--- src/rtl/core/rpbt_pkg.sv ---
`default_nettype none

package rpbt_pkg;

    // Default sizes of the table.
    localparam int unsigned TABLE_ROWS_DEF   = 200;
    localparam int unsigned MAX_PRIORITY_DEF = 14;

    // Fixed constants of the band arithmetic.
    localparam int unsigned BAND_SCALE    = 2000;
    localparam int unsigned BAND_DIVISOR  = 14;
    localparam int unsigned BAND_BOTTOM   = 190;
    localparam int unsigned RESET_HORIZON = 42;
    localparam int unsigned QUERY_LIMIT   = 15;

    localparam int unsigned PRIO_W = 4;
    localparam int unsigned HGT_W  = 16;

    // The band height (d * BAND_SCALE) / BAND_DIVISOR is formed as one product with a
    // rounded-up reciprocal followed by a shift. The shift is wide enough that the result
    // is exact for every 8-bit difference d.
    localparam int unsigned HEIGHT_SHIFT = 24;
    localparam logic [31:0] HEIGHT_MUL   = 32'(64'(BAND_SCALE) *
        (((64'd1 << HEIGHT_SHIFT) + 64'(BAND_DIVISOR) - 64'd1) / 64'(BAND_DIVISOR)));
    localparam int unsigned PROD_W       = 40;

    // Request kinds.
    localparam logic [1:0] KIND_LINEAR = 2'd0;
    localparam logic [1:0] KIND_BAND   = 2'd1;
    localparam logic [1:0] KIND_ROW    = 2'd2;
    localparam logic [1:0] KIND_FIND   = 2'd3;

    typedef struct packed {
        logic [1:0]  kind;
        logic [7:0]  horizon;
        logic [7:0]  bottom;
        logic [3:0]  band_index;
        logic [15:0] band_boundary;
        logic [9:0]  row;
        logic [7:0]  priority_query;
    } rpbt_req_t;

    typedef struct packed {
        logic [3:0] row_priority;
        logic [7:0] found_row;
        logic       status;
    } rpbt_resp_t;

endpackage

`default_nettype wire

--- src/rtl/core/rpbt_row_ram.sv ---
`default_nettype none

module rpbt_row_ram #(
    parameter int unsigned DEPTH = rpbt_pkg::TABLE_ROWS_DEF
) (
    input  wire logic                              aclk,
    input  wire logic                              wr_en,
    input  wire logic [$clog2(DEPTH)-1:0]          wr_addr,
    input  wire logic [rpbt_pkg::PRIO_W-1:0]       wr_data,
    input  wire logic                              rd_en,
    input  wire logic [$clog2(DEPTH)-1:0]          rd_addr,
    output logic      [rpbt_pkg::PRIO_W-1:0]       rd_data
);
    import rpbt_pkg::*;

    logic [PRIO_W-1:0] mem_reg [DEPTH];
    logic [PRIO_W-1:0] rd_data_reg;

    always_ff @(posedge aclk) begin
        if (wr_en) begin
            mem_reg[wr_addr] <= wr_data;
        end
        if (rd_en) begin
            rd_data_reg <= mem_reg[rd_addr];
        end
    end

    assign rd_data = rd_data_reg;

endmodule

`default_nettype wire

--- src/rtl/core/row_priority_band_table.sv ---
`default_nettype none

// Row priority band table. The block holds a table giving each of TABLE_ROWS screen rows a
// depth priority from 0 to MAX_PRIORITY, plus a bottom row, and answers one response for
// every request. A linear rebuild (kind 0) refills the whole table as equal bands between a
// horizon and a bottom, or answers status 1 and changes nothing when the bottom is not below
// the horizon. A band load (kind 1) writes rows up to one band boundary; the last band fills
// the rest of the table with MAX_PRIORITY and sets the bottom back to 190. A row lookup
// (kind 2) and a priority search (kind 3) read the table. Requests are handled one at a
// time, and the request channel is not ready while one is at work. In a linear rebuild a
// single compare-and-add unit visits each row once and steps the band count once for each
// band crossed. A band load writes one row per cycle and a priority search reads one row
// per cycle; row lookups and priority searches are both bound by the single read port of
// the table memory. A finished response waits in an output register, so the next request
// can be taken while it has not yet been collected. After reset the block runs the linear
// rebuild for horizon 42 and bottom 190 before it takes its first request.
module row_priority_band_table #(
    parameter int unsigned TABLE_ROWS   = rpbt_pkg::TABLE_ROWS_DEF,
    parameter int unsigned MAX_PRIORITY = rpbt_pkg::MAX_PRIORITY_DEF
) (
    input  wire logic                 aclk,
    input  wire logic                 aresetn,
    input  wire logic                 s_valid,
    output logic                      s_ready,
    input  wire rpbt_pkg::rpbt_req_t  s_req,
    output logic                      m_valid,
    input  wire logic                 m_ready,
    output rpbt_pkg::rpbt_resp_t      m_resp
);
    import rpbt_pkg::*;

    // Width of a row address, of a row count that can reach TABLE_ROWS itself, and of the
    // width used when comparing row counts with the 8-bit row fields.
    localparam int unsigned RW    = $clog2(TABLE_ROWS);
    localparam int unsigned CW    = $clog2(TABLE_ROWS + 1);
    localparam int unsigned IW    = (CW > 8) ? CW : 8;
    // The running numerator and threshold of the band count never pass this bound.
    localparam int unsigned ACC_W = $clog2(TABLE_ROWS * BAND_SCALE + 16 * 65536);

    // Sequencer states.
    localparam logic [3:0] ST_IDLE   = 4'd0;
    localparam logic [3:0] ST_HEIGHT = 4'd1;
    localparam logic [3:0] ST_HSET   = 4'd2;
    localparam logic [3:0] ST_LIN    = 4'd3;
    localparam logic [3:0] ST_BLOAD  = 4'd4;
    localparam logic [3:0] ST_BFIN   = 4'd5;
    localparam logic [3:0] ST_LOOK   = 4'd6;
    localparam logic [3:0] ST_LOOKD  = 4'd7;
    localparam logic [3:0] ST_SCAN   = 4'd8;
    localparam logic [3:0] ST_RESP   = 4'd9;

    logic [3:0]        state_reg, state_next;
    logic              init_reg, init_next;
    logic [7:0]        h_reg, h_next;
    logic [7:0]        b_reg, b_next;
    logic [7:0]        bottom_reg, bottom_next;
    logic [CW-1:0]     fill_reg, fill_next;
    logic              m_valid_reg, m_valid_next;

    logic [PROD_W-1:0] prod_reg, prod_next;
    logic [HGT_W-1:0]  height_reg, height_next;
    logic [CW-1:0]     n_reg, n_next;
    logic [ACC_W-1:0]  num_reg, num_next;
    logic [ACC_W-1:0]  thr_reg, thr_next;
    logic [PRIO_W-1:0] q_reg, q_next;
    logic [CW-1:0]     bnd_reg, bnd_next;
    logic [PRIO_W-1:0] band_reg, band_next;
    logic [RW-1:0]     addr_reg, addr_next;
    logic [IW-1:0]     lim_reg, lim_next;
    logic [IW-1:0]     scan_reg, scan_next;
    logic              pend_reg, pend_next;
    logic [IW-1:0]     pend_idx_reg, pend_idx_next;
    logic [PRIO_W-1:0] qry_reg, qry_next;
    rpbt_resp_t        res_reg, res_next;
    rpbt_resp_t        m_resp_reg, m_resp_next;

    logic              wr_en;
    logic [RW-1:0]     wr_addr;
    logic [PRIO_W-1:0] wr_data;
    logic              rd_en;
    logic [RW-1:0]     rd_addr;
    logic [PRIO_W-1:0] rd_data;

    // Values formed from a request as it is accepted.
    logic [CW-1:0]     bnd_clamp;
    logic [9:0]        row_lim;
    logic [RW-1:0]     row_addr;
    logic [IW-1:0]     scan_lim;

    rpbt_row_ram #(
        .DEPTH (TABLE_ROWS)
    ) u_row_ram (
        .aclk    (aclk),
        .wr_en   (wr_en),
        .wr_addr (wr_addr),
        .wr_data (wr_data),
        .rd_en   (rd_en),
        .rd_addr (rd_addr),
        .rd_data (rd_data)
    );

    assign s_ready = (state_reg == ST_IDLE);
    assign m_valid = m_valid_reg;
    assign m_resp  = m_resp_reg;

    // Band boundaries are clamped to the table size.
    assign bnd_clamp = (s_req.band_boundary > 16'(TABLE_ROWS)) ? CW'(TABLE_ROWS)
                                                                : CW'(s_req.band_boundary);

    // A looked-up row is held above the bottom row, then inside the table.
    always_comb begin
        row_lim = s_req.row;
        if (s_req.row >= 10'(bottom_reg)) begin
            row_lim = (bottom_reg != 8'd0) ? 10'(bottom_reg - 8'd1) : 10'd0;
        end
        row_addr = ({1'b0, row_lim} >= 11'(TABLE_ROWS)) ? RW'(TABLE_ROWS - 1) : RW'(row_lim);
    end

    // The search stops at the bottom row or the end of the table, whichever comes first.
    assign scan_lim = (IW'(bottom_reg) > IW'(TABLE_ROWS)) ? IW'(TABLE_ROWS) : IW'(bottom_reg);

    always_comb begin
        state_next    = state_reg;
        init_next     = init_reg;
        h_next        = h_reg;
        b_next        = b_reg;
        bottom_next   = bottom_reg;
        fill_next     = fill_reg;
        prod_next     = prod_reg;
        height_next   = height_reg;
        n_next        = n_reg;
        num_next      = num_reg;
        thr_next      = thr_reg;
        q_next        = q_reg;
        bnd_next      = bnd_reg;
        band_next     = band_reg;
        addr_next     = addr_reg;
        lim_next      = lim_reg;
        scan_next     = scan_reg;
        pend_next     = pend_reg;
        pend_idx_next = pend_idx_reg;
        qry_next      = qry_reg;
        res_next      = res_reg;
        m_valid_next  = m_valid_reg && !m_ready;
        m_resp_next   = m_resp_reg;
        wr_en         = 1'b0;
        wr_addr       = '0;
        wr_data       = '0;
        rd_en         = 1'b0;
        rd_addr       = '0;

        unique case (state_reg)
            ST_IDLE: begin
                if (s_valid) begin
                    res_next = '0;
                    unique case (s_req.kind)
                        KIND_LINEAR: begin
                            if (s_req.bottom <= s_req.horizon) begin
                                res_next.status = 1'b1;
                                state_next      = ST_RESP;
                            end else begin
                                h_next     = s_req.horizon;
                                b_next     = s_req.bottom;
                                state_next = ST_HEIGHT;
                            end
                        end
                        KIND_BAND: begin
                            if (s_req.band_index > PRIO_W'(MAX_PRIORITY - 1)) begin
                                state_next = ST_RESP;
                            end else begin
                                bnd_next   = bnd_clamp;
                                band_next  = s_req.band_index;
                                state_next = ST_BLOAD;
                            end
                        end
                        KIND_ROW: begin
                            addr_next  = row_addr;
                            state_next = ST_LOOK;
                        end
                        KIND_FIND: begin
                            if (s_req.priority_query >= 8'(QUERY_LIMIT)) begin
                                res_next.found_row = bottom_reg;
                                state_next         = ST_RESP;
                            end else begin
                                qry_next   = PRIO_W'(s_req.priority_query);
                                lim_next   = scan_lim;
                                scan_next  = '0;
                                pend_next  = 1'b0;
                                state_next = ST_SCAN;
                            end
                        end
                    endcase
                end
            end

            // The band height is one constant product, registered before its use.
            ST_HEIGHT: begin
                prod_next  = PROD_W'(b_reg - h_reg) * PROD_W'(HEIGHT_MUL);
                state_next = ST_HSET;
            end

            ST_HSET: begin
                height_next = prod_reg[HEIGHT_SHIFT +: HGT_W];
                thr_next    = ACC_W'(prod_reg[HEIGHT_SHIFT +: HGT_W]);
                num_next    = '0;
                q_next      = '0;
                n_next      = '0;
                state_next  = ST_LIN;
            end

            // At or past the horizon the band count is raised while the row's numerator
            // reaches the next band threshold, until it saturates; else one row per cycle.
            ST_LIN: begin
                priority if (n_reg == CW'(TABLE_ROWS)) begin
                    bottom_next = b_reg;
                    fill_next   = '0;
                    init_next   = 1'b0;
                    state_next  = init_reg ? ST_IDLE : ST_RESP;
                end else if (IW'(n_reg) < IW'(h_reg)) begin
                    wr_en   = 1'b1;
                    wr_addr = RW'(n_reg);
                    wr_data = '0;
                    n_next  = n_reg + CW'(1);
                end else if ((num_reg >= thr_reg) && (q_reg < PRIO_W'(MAX_PRIORITY - 1))) begin
                    q_next   = q_reg + PRIO_W'(1);
                    thr_next = thr_reg + ACC_W'(height_reg);
                end else begin
                    wr_en    = 1'b1;
                    wr_addr  = RW'(n_reg);
                    wr_data  = q_reg + PRIO_W'(1);
                    n_next   = n_reg + CW'(1);
                    num_next = num_reg + ACC_W'(BAND_SCALE);
                end
            end

            ST_BLOAD: begin
                priority if (fill_reg < bnd_reg) begin
                    wr_en     = 1'b1;
                    wr_addr   = RW'(fill_reg);
                    wr_data   = band_reg;
                    fill_next = fill_reg + CW'(1);
                end else if (band_reg == PRIO_W'(MAX_PRIORITY - 1)) begin
                    state_next = ST_BFIN;
                end else begin
                    state_next = ST_RESP;
                end
            end

            // The last band closes the table with the top priority.
            ST_BFIN: begin
                if (fill_reg < CW'(TABLE_ROWS)) begin
                    wr_en     = 1'b1;
                    wr_addr   = RW'(fill_reg);
                    wr_data   = PRIO_W'(MAX_PRIORITY);
                    fill_next = fill_reg + CW'(1);
                end else begin
                    fill_next   = '0;
                    bottom_next = 8'(BAND_BOTTOM);
                    state_next  = ST_RESP;
                end
            end

            ST_LOOK: begin
                rd_en      = 1'b1;
                rd_addr    = addr_reg;
                state_next = ST_LOOKD;
            end

            ST_LOOKD: begin
                res_next.row_priority = rd_data;
                state_next            = ST_RESP;
            end

            // Reads run one row ahead of the compare; the data of the row read in the
            // previous cycle is checked while the next row is read.
            ST_SCAN: begin
                priority if (pend_reg && (rd_data >= qry_reg)) begin
                    res_next.found_row = 8'(pend_idx_reg);
                    pend_next          = 1'b0;
                    state_next         = ST_RESP;
                end else if (scan_reg < lim_reg) begin
                    rd_en         = 1'b1;
                    rd_addr       = RW'(scan_reg);
                    pend_next     = 1'b1;
                    pend_idx_next = scan_reg;
                    scan_next     = scan_reg + IW'(1);
                end else if (pend_reg) begin
                    pend_next = 1'b0;
                end else begin
                    res_next.found_row = bottom_reg;
                    state_next         = ST_RESP;
                end
            end

            // The response moves to the output register once that register is free.
            ST_RESP: begin
                if (!m_valid_reg || m_ready) begin
                    m_valid_next = 1'b1;
                    m_resp_next  = res_reg;
                    state_next   = ST_IDLE;
                end
            end

            default: begin
                state_next = ST_IDLE;
            end
        endcase
    end

    always_ff @(posedge aclk) begin
        if (!aresetn) begin
            state_reg   <= ST_HEIGHT;
            init_reg    <= 1'b1;
            h_reg       <= 8'(RESET_HORIZON);
            b_reg       <= 8'(BAND_BOTTOM);
            bottom_reg  <= 8'(BAND_BOTTOM);
            fill_reg    <= '0;
            pend_reg    <= 1'b0;
            m_valid_reg <= 1'b0;
        end else begin
            state_reg   <= state_next;
            init_reg    <= init_next;
            h_reg       <= h_next;
            b_reg       <= b_next;
            bottom_reg  <= bottom_next;
            fill_reg    <= fill_next;
            pend_reg    <= pend_next;
            m_valid_reg <= m_valid_next;
        end
    end

    always_ff @(posedge aclk) begin
        prod_reg     <= prod_next;
        height_reg   <= height_next;
        n_reg        <= n_next;
        num_reg      <= num_next;
        thr_reg      <= thr_next;
        q_reg        <= q_next;
        bnd_reg      <= bnd_next;
        band_reg     <= band_next;
        addr_reg     <= addr_next;
        lim_reg      <= lim_next;
        scan_reg     <= scan_next;
        pend_idx_reg <= pend_idx_next;
        qry_reg      <= qry_next;
        res_reg      <= res_next;
        m_resp_reg   <= m_resp_next;
    end

`ifndef SYNTHESIS
    // A response leaving the sequencer always lands in the output register.
    a_resp_loaded: assert property (@(posedge aclk) disable iff (!aresetn)
        (state_reg == ST_RESP && (!m_valid_reg || m_ready)) |=> m_valid_reg)
        else $error("response was not loaded into the output register");

    // No request is taken while the table is still being built after reset.
    a_init_busy: assert property (@(posedge aclk) disable iff (!aresetn)
        init_reg |-> !s_ready)
        else $error("request accepted during the initial table build");

    // A row awaiting its compare always lies inside the search range.
    a_scan_range: assert property (@(posedge aclk) disable iff (!aresetn)
        (state_reg == ST_SCAN && pend_reg) |-> (pend_idx_reg < lim_reg))
        else $error("search compared a row outside its range");

    // An accepted row lookup goes straight to its table read.
    a_row_lookup: assert property (@(posedge aclk) disable iff (!aresetn)
        (s_valid && s_ready && s_req.kind == KIND_ROW) |=> (state_reg == ST_LOOK))
        else $error("row lookup did not start its table read");
`endif

endmodule

`default_nettype wire

--- config.mk ---
export PLATFORM = sky130hd
export DESIGN_NAME = row_priority_band_table
export DESIGN_NICKNAME = d
export VERILOG_FILES = /design/src/rtl/core/rpbt_pkg.sv /design/src/rtl/core/rpbt_row_ram.sv /design/src/rtl/core/row_priority_band_table.sv
export SDC_FILE = /design/constraint.sdc
export NUM_CORES = 2
export LEC_CHECK = 0
export BUFFER_PORTS_ARGS = -buffer_cell sky130_fd_sc_hd__buf_4
export CAP_MARGIN = 20
export CORE_UTILIZATION = 40
export CTS_CLUSTER_DIAMETER = 150
export DETAILED_ROUTE_END_ITERATION = 8
export SLEW_MARGIN = 5
export SYNTH_ARGS = -nofsm -noshare
export SYNTH_HDL_FRONTEND = slang
export SYNTH_SLANG_ARGS = --single-unit
--- constraint.sdc ---
create_clock -name aclk -period 10.4 [get_ports aclk]
set_input_delay 0 -clock aclk [delete_from_list [all_inputs] [get_ports aclk]]
set_output_delay 0 -clock aclk [all_outputs]
set_load 0.03 [all_outputs]
==> qor.yml <==
outcome:
  status: "completed"
grt:
  use_met3_pct: 2.77
  antenna_found_initial: 2
  grt_pass1_wl_mm: 197
  grt_usage_pct: 20.7
  grt_pass1_vias: 32000
  grtUsageMet1_pct: 28.4
  grtUsageMet2_pct: 34.0
  grt_start_max_net_pins: 122
  grt_busiest_layer: "met2"
  overflow: 0
power:
  ir_drop_v: 0.000397
  p_total_mw: 12.5
  total_leakage_power_nw: 20.7
  p_per_area_nw_per_um2: 225
setup_path:
  critical_path_required_ns: 10.84
  cpMostUsedCell: "inv_1"
  critPathCapture: "prod_reg[38]$_DFFE_PP_"
  cp_slowest_stage_delay_ns: 0.53
  startpoint: "b_reg[0]$_SDFFE_PN0P_"
  start_kind: "register"
  r2r_setup_slack_ns: 2.00
  crit_fanout: 8
  worst-path-stages: 35
  crit_type: "reg2reg"
  reg2reg_depth: 35
  rr_startpoint: "b_reg[0]$_SDFFE_PN0P_"
  worstPathArrival_ns: 8.84
  worst-path-buf-inv: 9
  crit_family: "adder cells"
  reg2reg_to: "prod_reg[38]$_DFFE_PP_"
  cpMaxStageDelayCell: "fa_1"
  critPathCaptureType: "register"
detailed_routing:
  final_antenna_net_count: 0
  vias: 32300
  routed_wl_mm: 130
  routed_via_density: 5.45
  avgRoutedWirePerCell_um: 21.9
  dr.pass1.iters: 5
  dr.first_iter.drc_count: 3003
  drc: 0
final_layout:
  fill_cells: 11200
  area_delta_synth_final_pct: 13.3
  largest_reg_flops: 800
  drive_gt1_share_pct: 7.65
  final_cell_mix: "edfxtp_1, nand2_1, nor2_1"
  diodes: 0
  nets: 4626
  design_area_sq_um: 55500
  final_common_cell: "edfxtp_1"
logic_synthesis:
  syn_inst: 4075
  syn_area_sq_um: 49000
  synthFlopType: "edfxtp_1"
  synth-edff-count: 960
  yosysUniqueCellTypes: 78
  synth_nets: 4494
  synthArstFlopShare_pct: 0
  ys_warn_count: 0
  synth.avg_cell_area_sq_um: 12.0
  ys_seq_area_share_pct: 60.4
  ys_seq_elements: 999
clock_network:
  clock_latency_ns: 0.68
  htreeDepth: 3
  clock_sinks: 999
  cts_hold_buf: 79
  ctsResizeCount: 0
  clk_pin_slew_ns: 0.06
  cts_buffers: 104
  clk_path_buf_depth: 3
  cts_tree: "yes"
  cts_setup_buffers: 0
  cts-root-buf: "clkbuf_16"
sta:
  finClkSkew_ns: 0.0281
  tightest_slew_ns: 1.19
  hold_violations: 0
  timing.final.crit_share_pct: 80.8
  setup_viol: 0
  setup_tns_ns: 0
  period_needed_ns: 8.40
  maxSlewHeadroom_pct: 20.5
  drv_slew: 0
  max_clock_freq_ghz: 0.119
  rsz0062_at_grt: "no"
placement:
  place_area_sq_um: 51500
  numPortBuffers: 74
  post-dp-hpwl_mm: 82.8
  place.gp.congestion: 0.877
hold_path:
  hp-class: "in2reg"
run:
  drv_cap: 0
floorplan:
  num_rows: 128
  core_sq_um: 122000
  die_y_um: 352
  io_pins: 75
  start_util_pct: 40.3
  dieArea_sq_um: 124000
  die_w_um: 352
logic make-up after synthesis:
logic type / synth area share [%]
adder cells (fa/ha/maj): 10.9
multiplexers: 2.95
AND/OR/NAND/NOR: 13.7
flip-flops: 60.4
buffers and inverters: 4.16
XOR/XNOR: 1.30
AO/OA/AOI/OAI: 6.58
routing by layer:
layer | vias up | routed length, um
met5 | - | 0
met4 | 0 | 3500
met3 | 179 | 8420
met2 | 1066 | 61700
met1 | 16100 | 56100
li1 | 14900 | -
synth_stat cells, types with 10 or more instances:
| library cell | n | area (sq um) |
|---|---|---|
| a211oi_1 | 17 | 128 |
| mux2i_1 | 139 | 1390 |
| dfxtp_1 | 39 | 781 |
| a31oi_1 | 14 | 87.6 |
| a311oi_1 | 10 | 87.6 |
| nor3_1 | 39 | 195 |
| ha_1 | 246 | 3080 |
| fa_1 | 113 | 2260 |
| o21ai_0 | 65 | 325 |
| nand2b_1 | 14 | 87.6 |
| o21a_1 | 15 | 113 |
| nand4_1 | 95 | 594 |
| or3_1 | 19 | 119 |
| clkbuf_1 | 123 | 462 |
| inv_1 | 322 | 1210 |
| a32oi_1 | 75 | 657 |
| nor4_1 | 11 | 68.8 |
| xor2_1 | 24 | 210 |
| edfxtp_1 | 960 | 28800 |
| a22oi_1 | 11 | 82.6 |
| buf_2 | 38 | 190 |
| buf_1 | 21 | 78.8 |
| xnor2_1 | 49 | 429 |
| and2_1 | 26 | 163 |
| and3_1 | 22 | 138 |
| nor2_1 | 335 | 1260 |
| a21o_1 | 29 | 218 |
| a21oi_1 | 84 | 420 |
| nand2_1 | 696 | 2610 |
| nand3_1 | 248 | 1240 |
| o211ai_1 | 17 | 128 |
per-stage QoR:
stage	worst slack (ns)	util, %	hold WS [ns]	std cells
2_1_floorplan	1.32	-	0.0989	4075
3_3_place_gp	2.05	42.3	0.236	5646
3_5_place_dp	2.06	42.3	0.239	5646
4_1_cts	2.01	45.6	0.00316	5914
5_1_grt	1.35	45.6	0.0701	5915
6_report	2.00	45.6	0.0585	5915
where the power goes:
group	switching [mW]	internal, mW	total [mW]
Sequential	0.148	5.02	5.17
Combinational	2.43	1.36	3.80
Clock	1.56	1.98	3.54
Total	4.14	8.37	12.5
how the worst min path moves through the flow:
stage / start / end / cells past startpoint
global placement: s_req[43] / b_reg[5]$_SDFFE_PN1P_ / 3
detailed placement: s_req[43] / b_reg[5]$_SDFFE_PN1P_ / 3
finish: s_req[16] / addr_reg[7]$_SDFFCE_PP1P_ / 4
CTS: s_req[16] / addr_reg[7]$_SDFFCE_PP1P_ / 4
floorplan: s_req[34] / band_reg[0]$_DFFE_PP_ / 0
global route: s_req[16] / addr_reg[7]$_SDFFCE_PP1P_ / 4
final cells by class:
cell class                 instances  area, sq um  share of cell area [%]
sequential                       999        29600                    53.3
multi-input combinational       2560        17600                    31.7
clock buffer                     134         2740                    4.93
tap                             1625         2030                    3.66
timing repair buffer             219         1860                    3.36
inverter                         323         1210                    2.18
clock inverter                    55          467                   0.841
worst reg2reg max path, delay by kind of cell (launching register included):
family | cells | cell delay, ns
flip-flops | 1 | 0.32
adder cells (fa/ha/maj) | 9 | 3.41
XOR/XNOR | 3 | 0.86
AO/OA/AOI/OAI | 11 | 2.29
buffers and inverters | 9 | 0.76
AND/OR/NAND/NOR | 3 | 0.53
No activity file was read; power rests on OpenSTA's default activity.
